===== config.mk =====
export PLATFORM = sky130hd
export DESIGN_NAME = md5_stream_hasher_flat
export DESIGN_NICKNAME = d
export VERILOG_FILES = /design/src/msh_pkg.sv /design/src/msh_ifs.sv /design/src/msh_block_buf.sv /design/src/msh_round_core.sv /design/src/md5_stream_hasher.sv /design/src/flat_wrapper.sv
export SDC_FILE = /design/constraint.sdc
export NUM_CORES = 2
export LEC_CHECK = 0
export ABC_AREA = 1
export BUFFER_PORTS_ARGS = -buffer_cell sky130_fd_sc_hd__buf_2
export CORE_UTILIZATION = 30
export DETAILED_ROUTE_END_ITERATION = 10
export PLACE_DENSITY = 0.46
export SYNTH_ARGS = -nofsm -noshare
export SYNTH_HDL_FRONTEND = slang
export SYNTH_SLANG_ARGS = --single-unit

===== constraint.sdc =====
create_clock -name clk -period 14.6 [get_ports clk]
set_input_delay 2.19 -clock clk [delete_from_list [all_inputs] [get_ports clk]]
set_output_delay 2.19 -clock clk [all_outputs]
set_load 0.05 [all_outputs]

===== src/msh_pkg.sv =====
// ----------------------------------------------------------------------------
// msh_pkg: shared types and constants of the MD5 stream hasher
// Round constants, rotate and message-index schedules, state types and the
// control group that the byte sequencer drives into the round core.
// ----------------------------------------------------------------------------
package msh_pkg;

  typedef logic [3:0][31:0] chain_t;

  localparam logic [31:0] INIT_A = 32'h67452301;
  localparam logic [31:0] INIT_B = 32'hefcdab89;
  localparam logic [31:0] INIT_C = 32'h98badcfe;
  localparam logic [31:0] INIT_D = 32'h10325476;

  localparam logic [7:0] PAD_MARK  = 8'h80;
  localparam logic [5:0] POS_LAST  = 6'h3F;
  localparam logic [5:0] POS_LEN   = 6'd56;
  localparam logic [5:0] ROUND_END = 6'd63;

  localparam logic [31:0] ROUND_K [64] = '{
    32'hd76aa478, 32'he8c7b756, 32'h242070db, 32'hc1bdceee,
    32'hf57c0faf, 32'h4787c62a, 32'ha8304613, 32'hfd469501,
    32'h698098d8, 32'h8b44f7af, 32'hffff5bb1, 32'h895cd7be,
    32'h6b901122, 32'hfd987193, 32'ha679438e, 32'h49b40821,
    32'hf61e2562, 32'hc040b340, 32'h265e5a51, 32'he9b6c7aa,
    32'hd62f105d, 32'h02441453, 32'hd8a1e681, 32'he7d3fbc8,
    32'h21e1cde6, 32'hc33707d6, 32'hf4d50d87, 32'h455a14ed,
    32'ha9e3e905, 32'hfcefa3f8, 32'h676f02d9, 32'h8d2a4c8a,
    32'hfffa3942, 32'h8771f681, 32'h6d9d6122, 32'hfde5380c,
    32'ha4beea44, 32'h4bdecfa9, 32'hf6bb4b60, 32'hbebfbc70,
    32'h289b7ec6, 32'heaa127fa, 32'hd4ef3085, 32'h04881d05,
    32'hd9d4d039, 32'he6db99e5, 32'h1fa27cf8, 32'hc4ac5665,
    32'hf4292244, 32'h432aff97, 32'hab9423a7, 32'hfc93a039,
    32'h655b59c3, 32'h8f0ccc92, 32'hffeff47d, 32'h85845dd1,
    32'h6fa87e4f, 32'hfe2ce6e0, 32'ha3014314, 32'h4e0811a1,
    32'hf7537e82, 32'hbd3af235, 32'h2ad7d2bb, 32'heb86d391
  };

  localparam logic [4:0] ROT_AMT [16] = '{
    5'd7, 5'd12, 5'd17, 5'd22, 5'd5, 5'd9,  5'd14, 5'd20,
    5'd4, 5'd11, 5'd16, 5'd23, 5'd6, 5'd10, 5'd15, 5'd21
  };

  typedef enum logic [2:0] {
    ST_IDLE,
    ST_PAD_MARK,
    ST_PAD_ZERO,
    ST_PAD_LEN,
    ST_COMP,
    ST_DONE
  } hash_state_t;

  typedef enum logic [1:0] {
    CS_IDLE,
    CS_LOAD,
    CS_ROUND,
    CS_ADD
  } core_state_t;

  typedef struct packed {
    logic start;
    logic init;
  } core_ctrl_t;

  // message word used by a round
  function automatic logic [3:0] msg_index(input logic [5:0] i);
    logic [3:0] lo;
    lo = i[3:0];
    unique case (i[5:4])
      2'd0: return lo;
      2'd1: return 4'(lo * 4'd5 + 4'd1);
      2'd2: return 4'(lo * 4'd3 + 4'd5);
      2'd3: return 4'(lo * 4'd7);
    endcase
  endfunction

  function automatic logic [4:0] rot_amount(input logic [5:0] i);
    return ROT_AMT[{i[5:4], i[1:0]}];
  endfunction

  function automatic logic [31:0] round_f(input logic [1:0] sel, input logic [31:0] b,
                                          input logic [31:0] c, input logic [31:0] d);
    unique case (sel)
      2'd0: return (b & c) | (~b & d);
      2'd1: return (d & b) | (~d & c);
      2'd2: return b ^ c ^ d;
      2'd3: return c ^ (b | ~d);
    endcase
  endfunction

  function automatic logic [31:0] rotl32(input logic [31:0] v, input logic [4:0] s);
    logic [63:0] dbl;
    dbl = {v, v} << s;
    return dbl[63:32];
  endfunction

endpackage


===== src/msh_ifs.sv =====
// ----------------------------------------------------------------------------
// msh_ifs: channel interfaces of the MD5 stream hasher
// Byte word channel into the block and digest word channel out of it.
// ----------------------------------------------------------------------------
interface msh_in_if;
  logic       valid;
  logic       ready;
  logic [7:0] data_byte;
  logic       last_byte;
  logic       empty_message;

  modport source(output valid, output data_byte, output last_byte,
                 output empty_message, input ready);
  modport sink(input valid, input data_byte, input last_byte,
               input empty_message, output ready);
endinterface

interface msh_out_if;
  logic        valid;
  logic        ready;
  logic [63:0] digest_low;
  logic [63:0] digest_high;
  logic [31:0] folded_checksum;

  modport source(output valid, output digest_low, output digest_high,
                 output folded_checksum, input ready);
  modport sink(input valid, input digest_low, input digest_high,
               input folded_checksum, output ready);
endinterface


===== src/msh_block_buf.sv =====
// ----------------------------------------------------------------------------
// msh_block_buf: 64-byte block store
// Written one byte per cycle, read one little-endian 32-bit word per cycle
// with registered read data.
// ----------------------------------------------------------------------------
module msh_block_buf (
  input  logic        clk,
  input  logic        we,
  input  logic [5:0]  wpos,
  input  logic [7:0]  wdata,
  input  logic [3:0]  raddr,
  output logic [31:0] rdata
);

  logic [3:0][7:0] mem [16];

  always_ff @(posedge clk) begin
    if (we) begin
      mem[wpos[5:2]][wpos[1:0]] <= wdata;
    end
    rdata <= mem[raddr];
  end

endmodule


===== src/msh_round_core.sv =====
// ----------------------------------------------------------------------------
// msh_round_core: iterative MD5 compression
// One shared round datapath runs 64 rounds, one per cycle, then folds the
// working words into the chaining words.
// ----------------------------------------------------------------------------
module msh_round_core (
  input  logic                clk,
  input  logic                rst,
  input  msh_pkg::core_ctrl_t ctrl,
  input  logic [31:0]         rdata,
  output logic [3:0]          raddr,
  output logic                done,
  output msh_pkg::chain_t     chain
);
  import msh_pkg::*;

  core_state_t state, state_next;
  logic [5:0]  round;
  logic [31:0] a, b, c, d;
  logic [31:0] t_sum;
  logic [31:0] b_new;

  always_ff @(posedge clk) begin
    if (rst) begin
      state <= CS_IDLE;
    end else begin
      state <= state_next;
    end
  end

  always_comb begin
    state_next = state;
    done       = 1'b0;
    raddr      = msg_index(6'd0);
    unique case (state)
      CS_IDLE: begin
        if (ctrl.start) begin
          state_next = CS_LOAD;
        end
      end
      CS_LOAD: begin
        state_next = CS_ROUND;
      end
      CS_ROUND: begin
        // fetch the word for the following round
        raddr = msg_index(round + 6'd1);
        if (round == ROUND_END) begin
          state_next = CS_ADD;
        end
      end
      CS_ADD: begin
        done       = 1'b1;
        state_next = CS_IDLE;
      end
    endcase
  end

  assign t_sum = a + round_f(round[5:4], b, c, d) + rdata + ROUND_K[round];
  assign b_new = b + rotl32(t_sum, rot_amount(round));

  always_ff @(posedge clk) begin
    unique case (state)
      CS_LOAD: begin
        a     <= chain[0];
        b     <= chain[1];
        c     <= chain[2];
        d     <= chain[3];
        round <= 6'd0;
      end
      CS_ROUND: begin
        a     <= d;
        d     <= c;
        c     <= b;
        b     <= b_new;
        round <= round + 6'd1;
      end
      default: begin
      end
    endcase
  end

  always_ff @(posedge clk) begin
    if (rst || ctrl.init) begin
      chain <= {INIT_D, INIT_C, INIT_B, INIT_A};
    end else if (state == CS_ADD) begin
      chain[0] <= chain[0] + a;
      chain[1] <= chain[1] + b;
      chain[2] <= chain[2] + c;
      chain[3] <= chain[3] + d;
    end
  end

endmodule


===== src/md5_stream_hasher.sv =====
// ----------------------------------------------------------------------------
// md5_stream_hasher: byte-serial MD5 digest
// Gathers message bytes into 64-byte blocks, compresses each full block,
// pads at message end and delivers the digest with its XOR fold.
//
//   channel     role  word contents
//   data_in     sink  data_byte, last_byte, empty_message
//   digest_out  src   digest_low, digest_high, folded_checksum
//
// Message bytes are taken one per cycle while the sequencer is idle; each
// full block then passes the round core as one load, 64 rounds on the shared
// round unit and one fold. Padding writes one byte per cycle between
// compressions, idling a step on reaching offset 56, and a last step moves
// the digest into the output register. Reset is synchronous; the block store
// needs no clear. A waiting digest stalls only the next message's finish.
// ----------------------------------------------------------------------------
module md5_stream_hasher (
  input  logic      clk,
  input  logic      rst,
  msh_in_if.sink    data_in,
  msh_out_if.source digest_out
);
  import msh_pkg::*;

  hash_state_t state, state_next;
  hash_state_t ret_state, ret_next;
  logic [5:0]  pos, pos_next;
  logic [63:0] bit_count;
  logic        count_inc;
  logic        count_clr;
  logic        in_fire;
  logic        we;
  logic [7:0]  wdata;
  logic [31:0] rdata;
  logic [3:0]  raddr;
  logic        core_done;
  logic        load_out;
  core_ctrl_t  ctrl;
  chain_t      chain;

  assign in_fire = data_in.valid && data_in.ready;

  msh_block_buf u_buf (
    .clk  (clk),
    .we   (we),
    .wpos (pos),
    .wdata(wdata),
    .raddr(raddr),
    .rdata(rdata)
  );

  msh_round_core u_core (
    .clk  (clk),
    .rst  (rst),
    .ctrl (ctrl),
    .rdata(rdata),
    .raddr(raddr),
    .done (core_done),
    .chain(chain)
  );

  always_ff @(posedge clk) begin
    if (rst) begin
      state     <= ST_IDLE;
      ret_state <= ST_IDLE;
      pos       <= 6'd0;
    end else begin
      state     <= state_next;
      ret_state <= ret_next;
      pos       <= pos_next;
    end
  end

  always_ff @(posedge clk) begin
    if (rst || count_clr) begin
      bit_count <= 64'd0;
    end else if (count_inc) begin
      bit_count <= bit_count + 64'd8;
    end
  end

  always_comb begin
    state_next    = state;
    ret_next      = ret_state;
    pos_next      = pos;
    we            = 1'b0;
    wdata         = 8'd0;
    count_inc     = 1'b0;
    count_clr     = 1'b0;
    load_out      = 1'b0;
    ctrl          = '0;
    data_in.ready = 1'b0;
    unique case (state)
      ST_IDLE: begin
        data_in.ready = 1'b1;
        if (in_fire) begin
          if (!data_in.empty_message) begin
            we        = 1'b1;
            wdata     = data_in.data_byte;
            count_inc = 1'b1;
            pos_next  = pos + 6'd1;
          end
          priority if (!data_in.empty_message && pos == POS_LAST) begin
            ctrl.start = 1'b1;
            state_next = ST_COMP;
            ret_next   = data_in.last_byte ? ST_PAD_MARK : ST_IDLE;
          end else if (data_in.last_byte || data_in.empty_message) begin
            state_next = ST_PAD_MARK;
          end else begin
          end
        end
      end
      ST_PAD_MARK: begin
        we       = 1'b1;
        wdata    = PAD_MARK;
        pos_next = pos + 6'd1;
        ret_next = ST_PAD_ZERO;
        if (pos == POS_LAST) begin
          ctrl.start = 1'b1;
          state_next = ST_COMP;
        end else begin
          state_next = ST_PAD_ZERO;
        end
      end
      ST_PAD_ZERO: begin
        if (pos == POS_LEN) begin
          state_next = ST_PAD_LEN;
        end else begin
          we       = 1'b1;
          pos_next = pos + 6'd1;
          if (pos == POS_LAST) begin
            ctrl.start = 1'b1;
            ret_next   = ST_PAD_ZERO;
            state_next = ST_COMP;
          end
        end
      end
      ST_PAD_LEN: begin
        // length bytes sit at offsets 56..63, little-endian
        we       = 1'b1;
        wdata    = bit_count[{pos[2:0], 3'b000} +: 8];
        pos_next = pos + 6'd1;
        if (pos == POS_LAST) begin
          ctrl.start = 1'b1;
          ret_next   = ST_DONE;
          state_next = ST_COMP;
        end
      end
      ST_COMP: begin
        if (core_done) begin
          state_next = ret_state;
        end
      end
      ST_DONE: begin
        // hold until the output register is free
        if (!digest_out.valid || digest_out.ready) begin
          load_out   = 1'b1;
          ctrl.init  = 1'b1;
          count_clr  = 1'b1;
          pos_next   = 6'd0;
          state_next = ST_IDLE;
        end
      end
      default: begin
        state_next = ST_IDLE;
      end
    endcase
  end

  always_ff @(posedge clk) begin
    if (rst) begin
      digest_out.valid <= 1'b0;
    end else if (load_out) begin
      digest_out.valid <= 1'b1;
    end else if (digest_out.ready) begin
      digest_out.valid <= 1'b0;
    end
  end

  always_ff @(posedge clk) begin
    if (load_out) begin
      digest_out.digest_low      <= {chain[1], chain[0]};
      digest_out.digest_high     <= {chain[3], chain[2]};
      digest_out.folded_checksum <= chain[0] ^ chain[1] ^ chain[2] ^ chain[3];
    end
  end

endmodule


===== src/flat_wrapper.sv =====
// flat-port wrapper written by rule: the top's interface ports become plain ports
module md5_stream_hasher_flat import msh_pkg::*;
  (clk, rst, data_in_valid, data_in_data_byte, data_in_last_byte, data_in_empty_message, data_in_ready, digest_out_valid, digest_out_digest_low, digest_out_digest_high, digest_out_folded_checksum, digest_out_ready);
  msh_in_if data_in_i ();
  msh_out_if digest_out_i ();
  input  logic clk;
  input  logic rst;
  input wire logic [$bits(data_in_i.valid)-1:0] data_in_valid;
  input wire logic [$bits(data_in_i.data_byte)-1:0] data_in_data_byte;
  input wire logic [$bits(data_in_i.last_byte)-1:0] data_in_last_byte;
  input wire logic [$bits(data_in_i.empty_message)-1:0] data_in_empty_message;
  output wire logic [$bits(data_in_i.ready)-1:0] data_in_ready;
  output wire logic [$bits(digest_out_i.valid)-1:0] digest_out_valid;
  output wire logic [$bits(digest_out_i.digest_low)-1:0] digest_out_digest_low;
  output wire logic [$bits(digest_out_i.digest_high)-1:0] digest_out_digest_high;
  output wire logic [$bits(digest_out_i.folded_checksum)-1:0] digest_out_folded_checksum;
  input wire logic [$bits(digest_out_i.ready)-1:0] digest_out_ready;
  assign data_in_i.valid = data_in_valid;
  assign data_in_i.data_byte = data_in_data_byte;
  assign data_in_i.last_byte = data_in_last_byte;
  assign data_in_i.empty_message = data_in_empty_message;
  assign data_in_ready = data_in_i.ready;
  assign digest_out_valid = digest_out_i.valid;
  assign digest_out_digest_low = digest_out_i.digest_low;
  assign digest_out_digest_high = digest_out_i.digest_high;
  assign digest_out_folded_checksum = digest_out_i.folded_checksum;
  assign digest_out_i.ready = digest_out_ready;
  md5_stream_hasher u_core (.clk(clk), .rst(rst), .data_in(data_in_i), .digest_out(digest_out_i));
endmodule

# Word level (Yosys, flattened, before mapping)
# Memories as Yosys holds them, arrays and structs flattened. A register that Yosys moved wholly into a read port is not among the register bits.
# Index checks and enable logic that the tools add are counted.
[classes] addsub=13 n_mul=3 order_cmp=4 eq_ne=28 shift=2 mux=59 bitwise=17 reduce_logical=21
[op_table] op="32-bit adder" count=8
[op_table] op="32-bit one-hot mux with 2 select lines" count=4
[op_table] op="32-bit XOR" count=6
[op_table] op="32-bit AND" count=4
[op_table] op="32-bit one-hot mux with 4 select lines" count=1
[op_table] op="32-bit two-way mux" count=3
[op_table] op="32-bit bitwise OR" count=3
[op_table] op="64-bit by 4-bit adder with 64-bit output (second input constant)" count=1
[op_table] op="32-bit NOT" count=2
[op_table] op="64-bit by 7-bit variable part select with 8-bit output" count=1
[op_table] op="64-bit by 5-bit << shifter with 64-bit output" count=1
[op_table] op="3-bit two-way mux" count=13
[op_table] op="6-bit two-way mux" count=4
[op_table] op="8-bit two-way mux" count=3
[op_table] op="6-bit one-hot mux with 4 select lines" count=1
[op_table] op="8-bit one-hot mux with 3 select lines" count=1
[op_table] op="6-bit equality test (second input constant)" count=3
[op_table] op="3-bit one-hot mux with 6 select lines" count=1
[op_table] op="8-bit demux with 2-bit select" count=1
[op_table] op="1-bit two-way mux" count=16
[op_table] op="4-bit one-hot mux with 4 select lines" count=1
[op_table] op="2-bit inequality test (second input constant)" count=7
[op_table] op="6-bit by 1-bit adder with 6-bit output (second input constant)" count=2
[op_table] op="2-bit equality test (second input constant)" count=6
[op_table] op="35 further kinds" count=54
[totals] ff_bits=501 mem_bits_rw=512 romBits=2128 input_bits=14 output_inout_bits=162 word_cells=168 memories=3
[memory_table] memory="(name not given)" words=64 word_bits=32 rd=1 rd_clocked_by_memory_dff=0 write_ports=0 line="msh_round_core.sv:58" text="assign t_sum = a + round_f(round[5:4], b, c, d) + rdata + ROUND_K[round];"
[memory_table] memory="u_core.u_buf.mem" words=16 word_bits=32 rd=1 rd_clocked_by_memory_dff=1 write_ports=1 line="msh_block_buf.sv:15" text="logic [3:0][7:0] mem [16];"
[memory_table] memory="(name not given)" words=16 word_bits=5 rd=1 rd_clocked_by_memory_dff=0 write_ports=0 line="msh_pkg.sv:78" text="return ROT_AMT[{i[5:4], i[1:0]}];"

# Logic depth before layout (Yosys ltp)
[depth] ltp_word=10 ltp_mapped=49 mapped_depth_nobuf=49

# Modules after synthesis
# From an unflattened synthesis, not the netlist that was laid out.
[hier_totals] cells_unflattened=7530 hier_area_um2=61791.8
[modules_own_cells] mod="msh_round_core" instances=1 cells_each=4253 area_each_um2=28089.4
[modules_own_cells] mod="msh_block_buf" instances=1 cells_each=2197 area_each_um2=23080.9
[modules_own_cells] mod="md5_stream_hasher" instances=1 cells_each=1080 area_each_um2=10621.4

# Least setup slack after synthesis
# No wires, ideal clock.
[synth_path] path_kind="input to register" startpoint="input digest_out_ready" endpoint="register u_core.u_core.chain[49] in the netlist's numbering" setup_time_ns=0.115 arrival_ns=11.109 required_ns=14.485 setup_slack_ns=3.375 stages=9 cell_sequence="nor2_1 nor2_1 nor2_1 clkinv_1 clkbuf_1 clkbuf_1 nor2_1 o21ai_0 inv_1"
[synth_between] elab_chain_len=4
[synth_lines] item="start, declared" line="flat_wrapper.sv:17" text="input wire logic [$bits(digest_out_i.ready)-1:0] digest_out_ready;"
[synth_lines] item="1-bit logical OR" line="md5_stream_hasher.sv:156" text="if (!digest_out.valid || digest_out.ready) begin"
[synth_lines] item="1-bit two-way mux (2 in a row)"
[synth_lines] item="via u_core.count_clr" line="md5_stream_hasher.sv:30" text="logic count_clr;"
[synth_lines] item="1-bit logical OR" line="msh_round_core.sv:83" text="if (rst || ctrl.init) begin"
[synth_lines] item="end signal, assigned" line="msh_round_core.sv:84" text="chain <= {INIT_D, INIT_C, INIT_B, INIT_A};"
[synth_lines] item="end, declared" line="msh_round_core.sv:13" text="output msh_pkg::chain_t chain"
# The timed path passes the listed nets, and every way through them passes these cells.
# A chain may end at the register's enable or synchronous reset.

# Final worst setup path
[layout_path] startpoint="register u_core.u_core.round[0]" endpoint="register u_core.u_core.b[24], data pin"
[layout_between] elab_chain_len=8 elab_cells_between_ends=12
[layout_lines] item="start, declared" line="msh_round_core.sv:18" text="logic [5:0] round;"
[layout_lines] item="start signal, assigned" line="msh_round_core.sv:75" text="round <= round + 6'd1;"
[layout_lines] item="6-bit NOT with 7-bit output (not written as such)" line="msh_round_core.sv:58"
[layout_lines] item="memory 64 x 32 bit"
[layout_lines] item="32-bit two-way mux (not written as such) (2 in a row)" line="msh_round_core.sv:58"
[layout_lines] item="32-bit adder" line="msh_round_core.sv:58"
[layout_lines] item="64-bit by 5-bit << shifter with 64-bit output *" line="msh_pkg.sv:93" text="dbl = {v, v} << s;"
[layout_lines] item="32-bit adder *" line="msh_round_core.sv:59" text="assign b_new = b + rotl32(t_sum, rot_amount(round));"
[layout_lines] item="32-bit one-hot mux with 2 select lines *" line="msh_round_core.sv:62" text="unique case (state)"
[layout_lines] item="end signal, assigned" line="msh_round_core.sv:65" text="b <= chain[1];"
[layout_lines] item="end signal, assigned" line="msh_round_core.sv:74" text="b <= b_new;"
[layout_lines] item="end, declared" line="msh_round_core.sv:19" text="logic [31:0] a, b, c, d;"
# Every way passes the cells marked *; elsewhere a longest branch is shown, timed or not. The select of a mux whose other input is x is not followed.

==> results.ini <==
[outcome]
outcome = complete, no violations

[detailed_routing]
postRouteAntennaNets = 0
dr.pass1.iters = 6
drc = 0
drt-total-wl_mm = 231.4
drt-initial-drc-count = 4257
viasPerCell = 5.145
vias = 50160
wire_per_inst_um = 23.74

[critical_path]
critPathMaxFanout = 19
slowest_delay_ns = 0.82
slowest_stage = edfxtp_1
critPathKind = register to register
worstPathArrival_ns = 10.29
cp_common_cell = nand2_1
worstReg2RegEnd = u_core.u_core.b[24]
critPathCapture = u_core.u_core.b[24]
r2r_setup_slack_ns = 4.79
startpoint_type = register
reg2regPathDepth = 41
crit_start = u_core.u_core.round[0]
endpoint_kind = register
r2r_start = u_core.u_core.round[0]
worstPathRequired_ns = 15.09

[logic_synthesis]
async_reset_ff_frac = 0
syn_nets = 7262
synth_edf_count = 806
synth_top_area_frac = 0.4032
yosysWarnings = 0
syn_avg_cell_area_sq_um = 8.665
seq_area_frac_synth = 0.4819
syn-cell-area_sq_um = 60030
ys_ff_latch = 1042
netlist_instances = 6928
synth_top_area_cell = edfxtp_1
netlist_top_cells_area = edfxtp_1 (40%), dfxtp_1 (7.9%), nand2_1 (6.9%), a21oi_1 (5.8%), o21ai_0 (5.7%)
yosysUniqueCellTypes = 69
dominantRegCellSynth = edfxtp_1

[final_layout]
n_fill_cell = 20670
final_area_sq_um = 67730
drive_above_1_share = 0.06949
nets = 7337
area_delta_synth_final_pct = 12.83
antennaDiodeCount = 0

[clocking]
cts_num_sinks = 1042
h-tree-depth = 3
holdBufCountCts = 0
cts_resized = 0
cts_buffer_depth = 3
cts_tree = done
cts_setup_buffers = 0
path_clk_slew_ns = 0.06
worstSkewPairLatency_ns = 0.87
ctsRootBufferMaster = clkbuf_16
cts_buffers = 118

[global_routing]
grt_pass1_wl_mm = 334.9
antenna_found_initial = 2
grt_remaining_overflow = 0
grt_usage = 0.2228
grt_max_degree = 231
grt_pass1_vias = 47790

[timing]
timing.final.hold_violations = 0
skew_ns = 0.1337
setup_viol = 0
hold_ws_ns = 0.4743
fmax_mhz = 102.0
tns_ns = 0
relSlewSlack = 0.2977
slew_violations = 0
min_period_ns = 9.808
rsz0062_at_grt = no
worst_pin_slew_ns = 1.051
timing.final.crit_share = 0.6718

[die]
dieArea_sq_um = 201900
pin_count = 176
core_sq_um = 198000
rows = 163
die_x_um = 449.3
initial_core_util = 0.3031
dieHeight_um = 449.3

[placement]
dp_hpwl_mm = 169.0
portBuffers = 175
placed_cell_area_sq_um = 63680
routabilityCongestion = 0.9801

[hold_path]
hp-class = register to register

[run]
max_cap_viol_count = 0

[flip-flops by register name, summed over array words and instances (netlist names), 61 cells and up]
| signal | count |
|---|---|
| u_core.digest_out.digest_high | 64 |
| u_core.digest_out.digest_low | 64 |
| u_core.u_buf.mem | 512 |
| u_core.bit_count | 61 |
| u_core.u_core.chain | 128 |
[worst min-delay path by stage]
stage                                  startpoint                               end  slack, ns  depth (start not counted)
after detailed placement      u_core.ret_state[1]               u_core.ret_state[1]       0.47                          2
after floorplan               u_core.ret_state[1]               u_core.ret_state[1]       0.44                          2
after CTS                     u_core.ret_state[2]               u_core.ret_state[2]       0.48                          2
final                         u_core.ret_state[2]               u_core.ret_state[2]       0.47                          2
after global routing      u_core.u_core.chain[73]  u_core.digest_out.digest_high[9]       0.48                          0
after global placement       u_core.bit_count[54]              u_core.bit_count[54]       0.46                          1
[metal layers]
metal	GRT usage	up-vias	routed length, um
li1	-	24030	-
met1	0.2935	24410	102000
met2	0.3722	1386	110000
met3	0.02574	335	9936
met4	0.08607	0	9469
met5	0	-	0
[cells in the mapped netlist, types with 26 or more instances]
cell type  number
buf_2          63
nand4_1        70
dfxtp_1       236
buf_1          26
o21ai_1        58
edfxtp_1      806
o221ai_1       27
nor3_1        124
o21ai_0       684
nand3_1       465
o211ai_1       85
xnor2_1       108
ha_1          253
a21oi_1       693
fa_1           67
nor2_1        502
inv_1         904
nor4_1         31
clkbuf_1      186
nand2_1      1110
xor2_1        140
[per-stage QoR]
| step | util | setup WS [ns] | instances |
|---|---|---|---|
| 6_report | 0.3420 | 4.792 | 9749 |
| 5_1_grt | 0.3420 | 3.941 | 9749 |
| 4_1_cts | 0.3420 | 4.887 | 9749 |
| 3_5_place_dp | 0.3215 | 5.056 | 9523 |
| 3_3_place_gp | 0.3215 | 5.083 | 9523 |
| 2_1_floorplan | - | 3.375 | 6928 |
[cell usage in the layout (no fill, tap or decap), types with 85 or more instances in the layout]
cell type and n:
nand2_1 1110, inv_1 902, edfxtp_1 806, a21oi_1 693, o21ai_0 684, nor2_1 497, nand3_1 464, ha_1 250
dfxtp_1 236, buf_2 175, xor2_1 140, nor3_1 124, clkbuf_16 118, xnor2_1 108, o211ai_1 85
[worst max-delay path, delay by kind of cell, from the launching register on]
family	cells	cell delay (ns)
XOR/XNOR	1	0.21
flip-flops	1	0.82
adder cells (fa/ha/maj)	6	2.73
buffers and inverters	5	0.85
AO/OA/AOI/OAI	11	2.78
AND/OR/NAND/NOR	18	2.04
[final cells by class]
class / instances / area (sq um) / share of cell area
Sequential cell: 1042 / 28930 / 0.4271
Inverter: 924 / 3486 / 0.05147
Tap cell: 2640 / 3303 / 0.04877
Clock inverter: 52 / 651.9 / 0.009624
Clock buffer: 174 / 3403 / 0.05025
Multi-Input combinational cell: 4683 / 26600 / 0.3928
Timing Repair Buffer: 234 / 1356 / 0.02002
[cells by family (layout without fill, tap and decap cells)]
| family | Yosys count | count (layout) | synth area share |
|---|---|---|---|
| and+or+nand+nor | 2356 | 2356 | 0.1676 |
| xor gates and xnor gates | 250 | 250 | 0.03673 |
| adders and majority gates | 320 | 320 | 0.07508 |
| muxes | 1 | 1 | 0.0001667 |
| DFF | 1042 | 1042 | 0.4819 |
| AOI/OAI and AO/OA | 1756 | 1756 | 0.1617 |
| buffers and inverters | 1203 | 1384 | 0.07689 |
Power is left out: the tool's default activity adds up to more than one toggle a clock period on the data nets, which glitch-free logic cannot reach.
